**config.mk**
```make
export PLATFORM = sky130hd
export DESIGN_NAME = tilt_bubble_level_tracker
export DESIGN_NICKNAME = d
export VERILOG_FILES = /design/src/rtl/tbl_pkg.sv /design/src/rtl/tbl_csr.sv /design/src/rtl/tbl_datapath.sv /design/src/rtl/tbl_ctrl.sv /design/src/rtl/tilt_bubble_level_tracker.sv
export SDC_FILE = /design/constraint.sdc
export NUM_CORES = 2
export LEC_CHECK = 0
export ABC_CLOCK_PERIOD_IN_PS = 12700
export BUFFER_PORTS_ARGS = -buffer_cell sky130_fd_sc_hd__buf_2
export CAP_MARGIN = 20
export CORE_ASPECT_RATIO = 0.7
export CORE_UTILIZATION = 25
export DETAILED_ROUTE_END_ITERATION = 16
export PLACE_DENSITY_LB_ADDON = 0.2
export SLEW_MARGIN = 20
export SYNTH_ARGS = -nofsm -noshare
export SYNTH_HDL_FRONTEND = slang
export SYNTH_SLANG_ARGS = --single-unit
```
**constraint.sdc**
```tcl
create_clock -name clock -period 12.7 [get_ports clock]
set_input_delay 0.635 -clock clock [delete_from_list [all_inputs] [get_ports clock]]
set_output_delay 0.635 -clock clock [all_outputs]
set_load 0.01 [all_outputs]
```
**src/rtl/tbl_pkg.sv**
```systemverilog
// Shared types, register codes and constants of the tilt bubble level tracker.
package tbl_pkg;

   localparam int MATRIX_COLS_DEF = 8;
   localparam int MATRIX_ROWS_DEF = 8;

   localparam int TRAVEL_Q8 = 819;
   localparam int SLEW_Q8   = 256;

   localparam int CSR_ADDR_W = 5;
   localparam int CSR_DATA_W = 32;
   localparam int REQ_DATA_W = 32;
   localparam int RSP_DATA_W = 8;
   localparam int IDX_W      = 3;

   localparam int MUL_W  = 25;
   localparam int PROD_W = 2 * MUL_W;
   localparam int TILT_W = 24;
   localparam int POS_W  = 16;
   localparam int ACC_W  = 48;

   localparam int AXIS_SWAP  = 0;
   localparam int AXIS_NEG_X = 1;
   localparam int AXIS_NEG_Y = 2;

   typedef enum logic [2:0] {
      REG_X_OFFSET    = 3'd0,
      REG_Y_OFFSET    = 3'd1,
      REG_AXIS_MODE   = 3'd2,
      REG_TILT_ALPHA  = 3'd3,
      REG_LEVEL_ENTER = 3'd4,
      REG_LEVEL_EXIT  = 3'd5,
      REG_PIXEL_GAIN  = 3'd6,
      REG_POS_WEIGHT  = 3'd7
   } reg_type;

   typedef struct packed {
      logic signed [15:0] x_offset;
      logic signed [15:0] y_offset;
      logic [2:0]         axis_mode;
      logic [15:0]        tilt_alpha;
      logic [14:0]        level_enter;
      logic [14:0]        level_exit;
      logic [15:0]        pixel_gain;
      logic [15:0]        pos_weight;
   } cfg_type;

   typedef enum logic [3:0] {
      OP_TILT_X = 4'd0,
      OP_TILT_Y = 4'd1,
      OP_SQ_X   = 4'd2,
      OP_SQ_Y   = 4'd3,
      OP_ENTER  = 4'd4,
      OP_EXIT   = 4'd5,
      OP_PIX_X  = 4'd6,
      OP_PIX_Y  = 4'd7,
      OP_POS_X  = 4'd8,
      OP_POS_Y  = 4'd9
   } op_type;

   localparam op_type OP_FIRST = OP_TILT_X;
   localparam op_type OP_LAST  = OP_POS_Y;

   typedef struct packed {
      logic   load;
      logic   mul_en;
      logic   wb_en;
      op_type op;
      logic   slew;
      logic   out_load;
   } cmd_type;

endpackage

```
**src/rtl/tbl_csr.sv**
```systemverilog
// Configuration register file behind the APB-style port.
module tbl_csr (
   input  logic                              clock,
   input  logic                              reset,
   input  logic                              csr_psel,
   input  logic                              csr_penable,
   input  logic                              csr_pwrite,
   input  logic [tbl_pkg::CSR_ADDR_W-1:0]    csr_paddr,
   input  logic [tbl_pkg::CSR_DATA_W-1:0]    csr_pwdata,
   output logic [tbl_pkg::CSR_DATA_W-1:0]    csr_prdata,
   output logic                              csr_pready,
   output tbl_pkg::cfg_type                  cfg
);

   tbl_pkg::cfg_type cfg_ff;
   tbl_pkg::cfg_type cfg_in;
   tbl_pkg::reg_type reg_idx;
   logic             write_en;

   assign reg_idx    = tbl_pkg::reg_type'(csr_paddr[tbl_pkg::CSR_ADDR_W-1:2]);
   assign write_en   = csr_psel && csr_penable && csr_pwrite && csr_pready;
   assign csr_pready = 1'b1;
   assign cfg        = cfg_ff;

   always_comb begin
      cfg_in = cfg_ff;
      if (write_en) begin
         case (reg_idx)
            tbl_pkg::REG_X_OFFSET:    cfg_in.x_offset    = csr_pwdata[15:0];
            tbl_pkg::REG_Y_OFFSET:    cfg_in.y_offset    = csr_pwdata[15:0];
            tbl_pkg::REG_AXIS_MODE:   cfg_in.axis_mode   = csr_pwdata[2:0];
            tbl_pkg::REG_TILT_ALPHA:  cfg_in.tilt_alpha  = csr_pwdata[15:0];
            tbl_pkg::REG_LEVEL_ENTER: cfg_in.level_enter = csr_pwdata[14:0];
            tbl_pkg::REG_LEVEL_EXIT:  cfg_in.level_exit  = csr_pwdata[14:0];
            tbl_pkg::REG_PIXEL_GAIN:  cfg_in.pixel_gain  = csr_pwdata[15:0];
            tbl_pkg::REG_POS_WEIGHT:  cfg_in.pos_weight  = csr_pwdata[15:0];
            default:                  cfg_in = cfg_ff;
         endcase
      end
   end

   always_comb begin
      case (reg_idx)
         tbl_pkg::REG_X_OFFSET:    csr_prdata = {16'd0, cfg_ff.x_offset};
         tbl_pkg::REG_Y_OFFSET:    csr_prdata = {16'd0, cfg_ff.y_offset};
         tbl_pkg::REG_AXIS_MODE:   csr_prdata = {29'd0, cfg_ff.axis_mode};
         tbl_pkg::REG_TILT_ALPHA:  csr_prdata = {16'd0, cfg_ff.tilt_alpha};
         tbl_pkg::REG_LEVEL_ENTER: csr_prdata = {17'd0, cfg_ff.level_enter};
         tbl_pkg::REG_LEVEL_EXIT:  csr_prdata = {17'd0, cfg_ff.level_exit};
         tbl_pkg::REG_PIXEL_GAIN:  csr_prdata = {16'd0, cfg_ff.pixel_gain};
         tbl_pkg::REG_POS_WEIGHT:  csr_prdata = {16'd0, cfg_ff.pos_weight};
         default:                  csr_prdata = '0;
      endcase
   end

   always_ff @(posedge clock) begin
      if (reset) begin
         cfg_ff.x_offset    <= 16'sd0;
         cfg_ff.y_offset    <= 16'sd0;
         cfg_ff.axis_mode   <= 3'd4;
         cfg_ff.tilt_alpha  <= 16'd11796;
         cfg_ff.level_enter <= 15'd410;
         cfg_ff.level_exit  <= 15'd573;
         cfg_ff.pixel_gain  <= 16'd1365;
         cfg_ff.pos_weight  <= 16'd22938;
      end else begin
         cfg_ff <= cfg_in;
      end
   end

endmodule

```
**src/rtl/tbl_datapath.sv**
```systemverilog
// Datapath with one shared multiplier, filter state, level latch and result register.
module tbl_datapath #(
   parameter int MATRIX_COLS = tbl_pkg::MATRIX_COLS_DEF,
   parameter int MATRIX_ROWS = tbl_pkg::MATRIX_ROWS_DEF
) (
   input  logic                              clock,
   input  logic                              reset,
   input  tbl_pkg::cmd_type                  cmd,
   input  tbl_pkg::cfg_type                  cfg,
   input  logic [tbl_pkg::REQ_DATA_W-1:0]    req_data,
   output logic [tbl_pkg::RSP_DATA_W-1:0]    rsp_data
);

   localparam int MUL_W  = tbl_pkg::MUL_W;
   localparam int PROD_W = tbl_pkg::PROD_W;
   localparam int TILT_W = tbl_pkg::TILT_W;
   localparam int POS_W  = tbl_pkg::POS_W;
   localparam int ACC_W  = tbl_pkg::ACC_W;
   localparam int IDX_W  = tbl_pkg::IDX_W;

   localparam logic signed [POS_W-1:0]  CX = POS_W'((MATRIX_COLS - 1) * 128);
   localparam logic signed [POS_W-1:0]  CY = POS_W'((MATRIX_ROWS - 1) * 128);
   localparam logic signed [PROD_W-1:0] PIX_MAX = PROD_W'(tbl_pkg::TRAVEL_Q8);
   localparam logic signed [PROD_W-1:0] PIX_MIN = -PROD_W'(tbl_pkg::TRAVEL_Q8);
   localparam logic signed [POS_W:0]    SLEW_MAX = (POS_W + 1)'(tbl_pkg::SLEW_Q8);
   localparam logic signed [POS_W:0]    SLEW_MIN = -((POS_W + 1)'(tbl_pkg::SLEW_Q8));
   localparam logic [7:0]               COL_MAX = 8'(MATRIX_COLS - 1);
   localparam logic [7:0]               ROW_MAX = 8'(MATRIX_ROWS - 1);

   logic signed [15:0]        rx_ff, rx_in, ry_ff, ry_in;
   logic signed [TILT_W-1:0]  tx_ff, tx_in, ty_ff, ty_in;
   logic signed [POS_W-1:0]   px_ff, px_in, py_ff, py_in;
   logic signed [POS_W-1:0]   sx_ff, sx_in, sy_ff, sy_in;
   logic signed [POS_W-1:0]   tgt_x_ff, tgt_x_in, tgt_y_ff, tgt_y_in;
   logic [ACC_W-1:0]          acc_ff, acc_in;
   logic                      level_ff, level_in;
   logic signed [PROD_W-1:0]  prod_ff;
   logic [tbl_pkg::RSP_DATA_W-1:0] rsp_data_ff, rsp_data_in;

   logic signed [15:0]        dx, dy;
   logic signed [15:0]        ax, ay, bx, by;
   logic signed [MUL_W-1:0]   mul_a, mul_b;
   logic signed [PROD_W-1:0]  lp_shift, pix_shift;
   logic signed [POS_W-1:0]   pix_off;
   logic [ACC_W-1:0]          thr;
   logic signed [POS_W:0]     dsx, dsy;
   logic [IDX_W-1:0]          row_idx, col_idx;

   function automatic logic signed [15:0] sat16(input logic signed [16:0] v);
      if (v > 17'sd32767) begin
         return 16'sh7fff;
      end else if (v < -17'sd32768) begin
         return 16'sh8000;
      end else begin
         return v[15:0];
      end
   endfunction

   function automatic logic signed [POS_W-1:0] slew_step(
      input logic signed [POS_W-1:0] prev,
      input logic signed [POS_W-1:0] now,
      input logic signed [POS_W:0]   d
   );
      if (d > SLEW_MAX) begin
         return prev + POS_W'(tbl_pkg::SLEW_Q8);
      end else if (d < SLEW_MIN) begin
         return prev - POS_W'(tbl_pkg::SLEW_Q8);
      end else begin
         return now;
      end
   endfunction

   function automatic logic [IDX_W-1:0] to_index(
      input logic signed [POS_W-1:0] q8,
      input logic [7:0]              max_idx
   );
      logic [POS_W-1:0] sum;
      logic [7:0]       r;
      sum = {1'b0, q8[POS_W-2:0]} + POS_W'(128);
      r   = q8[POS_W-1] ? 8'd0 : sum[POS_W-1:8];
      if (r > max_idx) begin
         r = max_idx;
      end
      return r[IDX_W-1:0];
   endfunction

   // Sample capture: offset removal, then axis swap and flips.
   always_comb begin
      dx = sat16(17'($signed(req_data[15:0])) - 17'(cfg.x_offset));
      dy = sat16(17'($signed(req_data[31:16])) - 17'(cfg.y_offset));
      ax = dx;
      ay = dy;
      bx = cfg.axis_mode[tbl_pkg::AXIS_SWAP] ? ay : ax;
      by = cfg.axis_mode[tbl_pkg::AXIS_SWAP] ? ax : ay;
      rx_in = rx_ff;
      ry_in = ry_ff;
      if (cmd.load) begin
         rx_in = cfg.axis_mode[tbl_pkg::AXIS_NEG_X] ? sat16(-{bx[15], bx}) : bx;
         ry_in = cfg.axis_mode[tbl_pkg::AXIS_NEG_Y] ? sat16(-{by[15], by}) : by;
      end
   end

   always_comb begin
      case (cmd.op)
         tbl_pkg::OP_TILT_X: begin
            mul_a = MUL_W'($signed({rx_ff, 8'd0})) - MUL_W'(tx_ff);
            mul_b = MUL_W'({1'b0, cfg.tilt_alpha});
         end
         tbl_pkg::OP_TILT_Y: begin
            mul_a = MUL_W'($signed({ry_ff, 8'd0})) - MUL_W'(ty_ff);
            mul_b = MUL_W'({1'b0, cfg.tilt_alpha});
         end
         tbl_pkg::OP_SQ_X: begin
            mul_a = MUL_W'(tx_ff);
            mul_b = MUL_W'(tx_ff);
         end
         tbl_pkg::OP_SQ_Y: begin
            mul_a = MUL_W'(ty_ff);
            mul_b = MUL_W'(ty_ff);
         end
         tbl_pkg::OP_ENTER: begin
            mul_a = MUL_W'({1'b0, cfg.level_enter});
            mul_b = MUL_W'({1'b0, cfg.level_enter});
         end
         tbl_pkg::OP_EXIT: begin
            mul_a = MUL_W'({1'b0, cfg.level_exit});
            mul_b = MUL_W'({1'b0, cfg.level_exit});
         end
         tbl_pkg::OP_PIX_X: begin
            mul_a = MUL_W'(tx_ff);
            mul_b = MUL_W'({1'b0, cfg.pixel_gain});
         end
         tbl_pkg::OP_PIX_Y: begin
            mul_a = MUL_W'(ty_ff);
            mul_b = MUL_W'({1'b0, cfg.pixel_gain});
         end
         tbl_pkg::OP_POS_X: begin
            mul_a = MUL_W'(tgt_x_ff) - MUL_W'(px_ff);
            mul_b = MUL_W'({1'b0, cfg.pos_weight});
         end
         tbl_pkg::OP_POS_Y: begin
            mul_a = MUL_W'(tgt_y_ff) - MUL_W'(py_ff);
            mul_b = MUL_W'({1'b0, cfg.pos_weight});
         end
         default: begin
            mul_a = '0;
            mul_b = '0;
         end
      endcase
   end

   always_comb begin
      lp_shift  = (prod_ff + PROD_W'(32768)) >>> 16;
      pix_shift = (prod_ff + PROD_W'(524288)) >>> 20;
      if (pix_shift > PIX_MAX) begin
         pix_off = POS_W'(tbl_pkg::TRAVEL_Q8);
      end else if (pix_shift < PIX_MIN) begin
         pix_off = -POS_W'(tbl_pkg::TRAVEL_Q8);
      end else begin
         pix_off = pix_shift[POS_W-1:0];
      end
      thr = {2'b00, prod_ff[29:0], 16'd0};
   end

   always_comb begin
      tx_in    = tx_ff;
      ty_in    = ty_ff;
      px_in    = px_ff;
      py_in    = py_ff;
      tgt_x_in = tgt_x_ff;
      tgt_y_in = tgt_y_ff;
      acc_in   = acc_ff;
      level_in = level_ff;
      if (cmd.wb_en) begin
         case (cmd.op)
            tbl_pkg::OP_TILT_X: tx_in = tx_ff + lp_shift[TILT_W-1:0];
            tbl_pkg::OP_TILT_Y: ty_in = ty_ff + lp_shift[TILT_W-1:0];
            tbl_pkg::OP_SQ_X:   acc_in = prod_ff[ACC_W-1:0];
            tbl_pkg::OP_SQ_Y:   acc_in = acc_ff + prod_ff[ACC_W-1:0];
            tbl_pkg::OP_ENTER: begin
               if (!level_ff && (acc_ff <= thr)) begin
                  level_in = 1'b1;
               end
            end
            tbl_pkg::OP_EXIT: begin
               if (level_ff && (acc_ff >= thr)) begin
                  level_in = 1'b0;
               end
            end
            tbl_pkg::OP_PIX_X:  tgt_x_in = CX + pix_off;
            tbl_pkg::OP_PIX_Y:  tgt_y_in = CY - pix_off;
            tbl_pkg::OP_POS_X:  px_in = px_ff + lp_shift[POS_W-1:0];
            tbl_pkg::OP_POS_Y:  py_in = py_ff + lp_shift[POS_W-1:0];
            default:            acc_in = acc_ff;
         endcase
      end
   end

   always_comb begin
      dsx   = (POS_W + 1)'(px_ff) - (POS_W + 1)'(sx_ff);
      dsy   = (POS_W + 1)'(py_ff) - (POS_W + 1)'(sy_ff);
      sx_in = sx_ff;
      sy_in = sy_ff;
      if (cmd.slew) begin
         sx_in = slew_step(sx_ff, px_ff, dsx);
         sy_in = slew_step(sy_ff, py_ff, dsy);
      end
      col_idx     = to_index(sx_ff, COL_MAX);
      row_idx     = to_index(sy_ff, ROW_MAX);
      rsp_data_in = cmd.out_load ? {1'b0, col_idx, row_idx, level_ff} : rsp_data_ff;
   end

   always_ff @(posedge clock) begin
      if (reset) begin
         tx_ff    <= '0;
         ty_ff    <= '0;
         px_ff    <= CX;
         py_ff    <= CY;
         sx_ff    <= CX;
         sy_ff    <= CY;
         level_ff <= 1'b0;
      end else begin
         tx_ff    <= tx_in;
         ty_ff    <= ty_in;
         px_ff    <= px_in;
         py_ff    <= py_in;
         sx_ff    <= sx_in;
         sy_ff    <= sy_in;
         level_ff <= level_in;
      end
   end

   always_ff @(posedge clock) begin
      rx_ff       <= rx_in;
      ry_ff       <= ry_in;
      tgt_x_ff    <= tgt_x_in;
      tgt_y_ff    <= tgt_y_in;
      acc_ff      <= acc_in;
      rsp_data_ff <= rsp_data_in;
      if (cmd.mul_en) begin
         prod_ff <= mul_a * mul_b;
      end
   end

   assign rsp_data = rsp_data_ff;

endmodule

```
**src/rtl/tbl_ctrl.sv**
```systemverilog
// Controller that sequences the shared multiplier and owns both handshakes.
module tbl_ctrl (
   input  logic             clock,
   input  logic             reset,
   input  logic             req_tvalid,
   output logic             req_tready,
   output logic             rsp_tvalid,
   input  logic             rsp_tready,
   output tbl_pkg::cmd_type cmd
);

   typedef enum logic [4:0] {
      ST_IDLE   = 5'b00001,
      ST_MUL    = 5'b00010,
      ST_WB     = 5'b00100,
      ST_SLEW   = 5'b01000,
      ST_RESULT = 5'b10000
   } state_type;

   state_type       state_ff, state_in;
   tbl_pkg::op_type op_ff, op_in;
   logic            rsp_valid_ff, rsp_valid_in;
   logic            accept;
   logic            out_free;

   assign req_tready = (state_ff == ST_IDLE);
   assign accept     = req_tvalid && req_tready;
   assign out_free   = !rsp_valid_ff || rsp_tready;
   assign rsp_tvalid = rsp_valid_ff;

   always_comb begin
      state_in     = state_ff;
      op_in        = op_ff;
      cmd          = '0;
      cmd.op       = op_ff;
      case (state_ff)
         ST_IDLE: begin
            if (accept) begin
               cmd.load = 1'b1;
               op_in    = tbl_pkg::OP_FIRST;
               state_in = ST_MUL;
            end
         end
         ST_MUL: begin
            cmd.mul_en = 1'b1;
            state_in   = ST_WB;
         end
         ST_WB: begin
            cmd.wb_en = 1'b1;
            if (op_ff == tbl_pkg::OP_LAST) begin
               state_in = ST_SLEW;
            end else begin
               op_in    = tbl_pkg::op_type'(op_ff + 4'd1);
               state_in = ST_MUL;
            end
         end
         ST_SLEW: begin
            cmd.slew = 1'b1;
            state_in = ST_RESULT;
         end
         ST_RESULT: begin
            if (out_free) begin
               cmd.out_load = 1'b1;
               state_in     = ST_IDLE;
            end
         end
         default: state_in = ST_IDLE;
      endcase
      rsp_valid_in = cmd.out_load ? 1'b1 : (rsp_tready ? 1'b0 : rsp_valid_ff);
   end

   always_ff @(posedge clock) begin
      if (reset) begin
         state_ff     <= ST_IDLE;
         op_ff        <= tbl_pkg::OP_FIRST;
         rsp_valid_ff <= 1'b0;
      end else begin
         state_ff     <= state_in;
         op_ff        <= op_in;
         rsp_valid_ff <= rsp_valid_in;
      end
   end

   a_load_needs_room: assert property (@(posedge clock) disable iff (reset)
      cmd.out_load |-> (!rsp_valid_ff || rsp_tready))
      else $error("result register loaded while a result is still waiting");

   a_accept_starts_seq: assert property (@(posedge clock) disable iff (reset)
      accept |=> (state_ff == ST_MUL && op_ff == tbl_pkg::OP_FIRST))
      else $error("request accepted without starting the sequence");

   a_wb_after_mul: assert property (@(posedge clock) disable iff (reset)
      (state_ff == ST_WB) |-> ($past(state_ff) == ST_MUL && $stable(op_ff)))
      else $error("write-back without a preceding multiply of the same step");

   a_result_after_last: assert property (@(posedge clock) disable iff (reset)
      (state_ff == ST_SLEW) |-> (op_ff == tbl_pkg::OP_LAST))
      else $error("slew step reached before the last datapath step");

endmodule

```
**src/rtl/tilt_bubble_level_tracker.sv**
```systemverilog
// Top level of the tilt bubble level tracker.
//
// One request carries an X/Y acceleration sample in signed Q3.12 g. Each
// request produces exactly one result with the level flag and the bubble
// row and column on the matrix. The user must write registers over the
// APB-style port only while the block is idle; the block itself does not
// enforce this. Reads return the stored values. A request passes through
// ten multiply and write-back steps that all share one 25 by 25 bit
// multiplier, then a slew step and the result load; the next request is
// accepted only after that result load.
// A finished result sits in an output register, so the next request is
// accepted while the receiver stalls; the sequence then waits before the
// result load until that register has been taken.
// Reset returns the configuration registers to their defaults, clears the
// tilt filters and the level latch, and centers the bubble.
module tilt_bubble_level_tracker #(
   parameter int MATRIX_COLS = tbl_pkg::MATRIX_COLS_DEF,
   parameter int MATRIX_ROWS = tbl_pkg::MATRIX_ROWS_DEF
) (
   input  logic                              clock,
   input  logic                              reset,
   input  logic                              req_tvalid,
   output logic                              req_tready,
   // x_accel [15:0], y_accel [31:16]
   input  logic [tbl_pkg::REQ_DATA_W-1:0]    req_tdata,
   output logic                              rsp_tvalid,
   input  logic                              rsp_tready,
   // is_level [0], dot_row [3:1], dot_col [6:4], zero [7]
   output logic [tbl_pkg::RSP_DATA_W-1:0]    rsp_tdata,
   input  logic                              csr_psel,
   input  logic                              csr_penable,
   input  logic                              csr_pwrite,
   input  logic [tbl_pkg::CSR_ADDR_W-1:0]    csr_paddr,
   input  logic [tbl_pkg::CSR_DATA_W-1:0]    csr_pwdata,
   output logic [tbl_pkg::CSR_DATA_W-1:0]    csr_prdata,
   output logic                              csr_pready
);

   tbl_pkg::cfg_type cfg;
   tbl_pkg::cmd_type cmd;

   tbl_csr u_csr (
      .clock       (clock),
      .reset       (reset),
      .csr_psel    (csr_psel),
      .csr_penable (csr_penable),
      .csr_pwrite  (csr_pwrite),
      .csr_paddr   (csr_paddr),
      .csr_pwdata  (csr_pwdata),
      .csr_prdata  (csr_prdata),
      .csr_pready  (csr_pready),
      .cfg         (cfg)
   );

   tbl_ctrl u_ctrl (
      .clock      (clock),
      .reset      (reset),
      .req_tvalid (req_tvalid),
      .req_tready (req_tready),
      .rsp_tvalid (rsp_tvalid),
      .rsp_tready (rsp_tready),
      .cmd        (cmd)
   );

   tbl_datapath #(
      .MATRIX_COLS (MATRIX_COLS),
      .MATRIX_ROWS (MATRIX_ROWS)
   ) u_datapath (
      .clock    (clock),
      .reset    (reset),
      .cmd      (cmd),
      .cfg      (cfg),
      .req_data (req_tdata),
      .rsp_data (rsp_tdata)
   );

endmodule
```
## Yosys cells after proc, flatten, opt, wreduce, memory -nomap -nowiden

Cells that the tools add are included.

- Add/sub/neg operators: 26
- $mul: 1
- Magnitude comparators: 18
- Eq/ne operators: 26
- Multiplexer cells: 43
- Reductions and logical operators: 37

Operators with widths:

| kind | number |
|---|---|
| two-way mux 16 bit | 18 |
| case mux 32 bit (8 select lines) | 1 |
| case mux 25 bit (8 select lines) | 1 |
| case mux 25 bit (7 select lines) | 1 |
| subtractor 16 x 16 -> 17 bit | 6 |
| case mux 48 bit (2 select lines) | 1 |
| > comparator 17 x 16 -> 1 bit, second input constant | 4 |
| < comparator 17 x 16 -> 1 bit, second input constant | 4 |
| adder 50 x 21 -> 50 bit, second input constant | 1 |
| multiplier 25 x 25 -> 50 bit | 1 |
| subtractor 24 x 24 -> 25 bit | 2 |
| adder 24 bit | 2 |
| adder 48 bit | 1 |
| greater-or-equal comparator 48 x 46 -> 1 bit | 1 |
| <= comparator 48 x 46 -> 1 bit | 1 |
| adder 40 x 17 -> 40 bit, second input constant | 1 |
| > comparator 17 x 10 -> 1 bit, second input constant | 2 |
| < comparator 17 x 9 -> 1 bit, second input constant | 2 |
| negator 17 bit | 2 |
| adder 15 x 8 -> 16 bit, second input constant | 2 |
| adder 16 x 10 -> 16 bit, second input constant | 2 |
| adder 16 bit | 2 |
| AND reduction 2 bit | 16 |
| subtractor 16 x 10 -> 16 bit, second input constant | 2 |
| 36 further kinds | 75 |

- Flip-flop bits (word level): 405
- Bits of input ports: 76
- Word-level logic and storage cells: 178

## Depth between registers and ports, before layout

- Depth in word-level cells: 10
- Gate-level depth with buffers: 46
- Gate-level depth less buffers: 44

## Modules after synthesis

A second synthesis with hierarchy kept.

- Cells, all modules: 6966
- Area, all modules: 57502.6 µm²

Modules (own cells, without submodules):

| module | times used | cells an instance | area each (µm²) |
|---|---|---|---|
| tbl_datapath | 1 | 6241 | 51688.3 |
| tbl_csr | 1 | 664 | 5233.8 |
| tbl_ctrl | 1 | 61 | 580.6 |

## Worst setup path after synthesis

Ideal clock, no wire load.

- Kind: flip-flop to flip-flop
- Start point: register u_datapath.py_ff[2]
- End point: register u_datapath.prod_ff[49] (data pin)
- Setup time: 0.260 ns
- Arrival time: 10.153 ns
- Data required time: 12.440 ns
- Slack: 2.287 ns
- Cell stages (with the launch flop): 44
- Buffers on the path: 2
- Period minus slack after synthesis: 10.413 ns
- Path through: dfxtp_1 inv_1 ha_1 nor2b_1 o21ai_0 a21boi_1 o21ai_0 a21boi_0 o21ai_1 a21oi_1 nor4_1 o31ai_1 a2111o_1 and2_1 clkbuf_1 o2111ai_1 clkbuf_1 nand2_1 (+8 left out) fa_1 inv_1 fa_1 inv_1 ha_1 a21o_1 a21o_1 a21o_1 a21o_1 a21o_1 a21o_1 a21oi_1 nand2_1 o21ai_0 o211ai_1 a31o_2 a21oi_1 xnor2_1

- Cells in the longest elaborated chain, start to end: 3

RTL lines:

| item | line | text |
|---|---|---|
| from (decl) | tbl_datapath.sv:32 | `logic signed [POS_W-1:0] px_ff, px_in, py_ff, py_in;` |
| from (signal assigned) | tbl_datapath.sv:226 | `py_ff <= py_in;` |
| subtractor 16 x 16 -> 17 bit | tbl_datapath.sv:142 | `mul_a = MUL_W'(tgt_y_ff) - MUL_W'(py_ff);` |
| case mux 25 bit (8 select lines) | tbl_datapath.sv:104 | `case (cmd.op)` |
| multiplier 25 x 25 -> 50 bit | tbl_datapath.sv:241 | `prod_ff <= mul_a * mul_b;` |
| to (signal assigned) | tbl_datapath.sv:241 |  |
| to (decl) | tbl_datapath.sv:37 | `logic signed [PROD_W-1:0] prod_ff;` |

No other way between the ends.
A chain may end at the register's enable or synchronous reset.

## Worst setup path in the final report

Same ends and word-level chain as after synthesis.

==> qor.txt <==
LAYOUT
-----------------------------------------------------------------------------------------------
Fraction of final layout cells sized beyond drive strength 1                             0.0626
Commonest non-fill, non-tap cells in the layout                                    sky130_fd_sc_hd__inv_1, sky130_fd_sc_hd__nand2_1, sky130_fd_sc_hd__fa_1, sky130_fd_sc_hd__nor2_1, sky130_fd_sc_hd__a21oi_1
Most common library cell in the layout ignoring fill and taps                      sky130_fd_sc_hd__inv_1
Count of filler cells inserted in the layout                                              24500
Area overhead of the layout relative to synthesis                                         10.7%
Net count, final                                                                           8131

STA
-----------------------------------------------------------------------------------------------
Final setup skew                                                                        32.7 ps
Setup repair after global routing missed its margin                                       false
Pin slew with the least headroom to its limit                                           1160 ps
Part of the cycle the worst path needs                                                    0.943
Max-Slew Margin vs Limit                                                                  0.223
Number of endpoints failing setup at the final stage                                          0
Highest clock frequency the design can meet                                            83.5 MHz
Summed negative setup slack over all endpoints                                             0 ps
Minimum period implied by the final worst setup slack                                  11980 ps
Final Slew Violations                                                                         0
Final hold viol count                                                                         0

CTS
-----------------------------------------------------------------------------------------------
Post-cts resize count                                                                         0
Num CTS Buffers                                                                              48
Hold Buf Count CTS                                                                            0
Total clock sinks                                                                           405
TritonCTS clock tree                                                                       done
Skew-Pair Late Insertion Delay                                                           660 ps
Post-CTS setup buffers                                                                        0
Clock input transition at the sequential cells of the worst setup and hold paths          60 ps
H-Tree Level Count                                                                            2
Root Buffer                                                                        sky130_fd_sc_hd__clkbuf_16
Max Root-Sink Buffers                                                                         3

GLOBAL ROUTING
-----------------------------------------------------------------------------------------------
Wire length of the first global-routing pass                                             324 mm
Number of antenna violations at the first check in global routing                            18
Number of global-route vias before repair                                                 48300
Total congestion overflow                                                                     0
GR Util All Layers                                                                        0.188
Maximum number of pins on one net before global-route repair                                 93

WORST SETUP PATH
-----------------------------------------------------------------------------------------------
Largest stage delay on the critical path                                                 710 ps
Worst endpoint data arrival time                                                       12360 ps
Crit path capture type                                                                 register
Kind of cell adding the most delay to the critical path                             adder cells
Dominant cell type by count on the critical path                                   sky130_fd_sc_hd__fa_1
Depth of the critical timing path with buffers and inverters included                        43
Number of buffer and inverter stages on the critical path                                     8
Worst reg-to-reg path cell count                                                             43
Worst Path Required                                                                    13070 ps
Max FO, Critical Path                                                                        17
Slack of the worst reg-to-reg path                                                       720 ps
Standard cell with the maximum stage delay on the critical path                    sky130_fd_sc_hd__fa_1
Kind of launch point of the worst setup path                                           register
Category of the most critical setup path                                           register to register

LOGIC SYNTHESIS
-----------------------------------------------------------------------------------------------
Syn Area/Cell                                                                        8.21 sq um
Sequential area share after synthesis                                                     0.172
Portion of synthesized cell area occupied by the leading cell type                        0.236
Share of synthesized registers carrying an async set or reset                                 0
Unique cell type count in the Yosys netlist                                                 109
Flop and latch count out of synthesis                                                       405
Synth Warn #                                                                                  0
Syn Inst Count                                                                             6934
Top post-synthesis cells by area                                                   sky130_fd_sc_hd__fa_1, sky130_fd_sc_hd__ha_1, sky130_fd_sc_hd__edfxtp_1
Dominant synthesized flop cell                                                     sky130_fd_sc_hd__dfxtp_1
Cell taking the most area after synthesis                                          sky130_fd_sc_hd__fa_1
Post-Syn Area                                                                      0.0569 sq mm
EDFF count, synth                                                                           169

DRT
-----------------------------------------------------------------------------------------------
DRT antenna net count                                                                         0
Wirelength, routed                                                                       219 mm
Per-cell routed wire length                                                             21.8 um
Number of vias per cell after detailed routing                                             4.94
First-pass iteration count of the detailed router                                            13
DRC violations left                                                                           2
Number of DRC markers after the initial detailed-route iteration                           4751
Via count of the routed design                                                            49500

DIE
-----------------------------------------------------------------------------------------------
Die Outline Area                                                                    0.230 sq mm
Rows                                                                                        146
Core region area                                                                    0.226 sq mm
Die height                                                                               401 um
Effective utilization at floorplan                                                        0.252
Die Wd                                                                                   572 um
# IOs                                                                                       119

PLACEMENT
-----------------------------------------------------------------------------------------------
Port Buffers                                                                                 82
Routability-driven placement congestion ratio                                             0.918
HPWL after DPL                                                                           176 mm

STATUS
-----------------------------------------------------------------------------------------------
Violated checks                                                                    design-rule violations
Outcome                                                                            finished with violations

RUN
-----------------------------------------------------------------------------------------------
Total of max-cap violations                                                                   0

MIN PATH
-----------------------------------------------------------------------------------------------
Number of cells on the worst hold path                                                        3
HP Class                                                                           primary input to register

[layer usage]
metal,global-route usage,vias to the layer above,share of wire
met5,0.00565,-,0.00097
met4,0.0272,6,0.014
met3,0.0480,179,0.092
met2,0.255,1661,0.38
met1,0.296,24600,0.51
li1,-,23100,-
[cells by family after synthesis]
family,count (synthesis),share of synthesized area
adders and majority gates,1113,0.333
muxes,71,0.0151
xor gates and xnor gates,309,0.0476
and+or+nand+nor,2328,0.185
DFF,405,0.172
AOI/OAI and AO/OA,1409,0.160
other,2,0.000132
buffers and inverters,1297,0.0872
[sequential cells by signal (all words and copies together) (netlist names), 4 cells and up]
| name | cells |
|---|---|
| u_datapath.px_ff | 16 |
| u_datapath.tx_ff | 24 |
| u_ctrl.op_ff | 4 |
| u_datapath.rx_ff | 16 |
| u_datapath.sy_ff | 16 |
| u_datapath.rsp_data | 7 |
| u_datapath.sx_ff | 16 |
| u_datapath.py_ff | 16 |
| u_csr.cfg | 113 |
| u_datapath.ry_ff | 16 |
| u_datapath.ty_ff | 24 |
| u_ctrl.state_ff | 5 |
| u_datapath.prod_ff | 50 |
| u_datapath.acc_ff | 48 |
| u_datapath.tgt_y_ff | 16 |
| u_datapath.tgt_x_ff | 16 |
[area by class of cell]
cell class | count | area, sq um | share of cell area
inverters | 1002 | 3760 | 0.0597
diodes | 2 | 5.00 | 0.0000794
well taps | 3034 | 3800 | 0.0602
clock buffers | 59 | 1280 | 0.0203
multi-input cells | 5254 | 42500 | 0.674
repair buffers | 232 | 1540 | 0.0245
flip-flops and latches | 405 | 9800 | 0.156
clock inverters | 29 | 365 | 0.00580
[Yosys cell counts, drive strengths merged, types with 20 or more instances]
cell and instances:
a21o 114, a22oi 40, buf 49, a31oi 26, dfxtp 236, and3 50, fa 670, nand3b 22
ha 442, xnor2 201, or2 20, a211o 24, clkbuf 246, o21bai 42, a21boi 21, nand3 163
xor2 108, nor2 594, o21a 54, mux2i 38, mux2 24, nand2 957, edfxtp 169, o211ai 34
and2 50, nand2b 85, o31ai 30, a211oi 57, a22o 26, a221oi 30, a21oi 473, or3 46
nor4 28, nor2b 67, nand4 53, inv 994, o21ai 284, nor3 126
[final timing paths]
kind / from / endpoint
max reg2reg: u_datapath.py_ff[2] / u_datapath.prod_ff[49]
max: u_datapath.py_ff[2] / u_datapath.prod_ff[49]
min reg2reg: u_csr.cfg[82] / u_csr.cfg[82]
min: csr_pwdata[15] / u_csr.cfg[31]
[worst register-to-register path, delay by kind of cell, from the launching register on]
kind / cells / cell delay [ps]
adders and majority gates: 9 / 4880
AOI/OAI and AO/OA: 20 / 4120
buffers and inverters: 8 / 1230
and+or+nand+nor: 5 / 1020
DFF: 1 / 380
xor gates and xnor gates: 1 / 100
[through the flow]
stage	worst slack [ps]	hold WS [ps]	util	cells	area, sq um
3_5_place_dp	792	448	0.271	9927	61400
3_3_place_gp	795	442	0.271	9927	61400
6_report	718	301	0.279	10000	63000
4_1_cts	745	257	0.279	10000	63000
5_1_grt	23.0	287	0.279	10000	63000
2_1_floorplan	2290	436	-	6956	57000
Power is not shown: default switching activity piles up to over one toggle a cycle in this logic, so the estimate is an artifact.
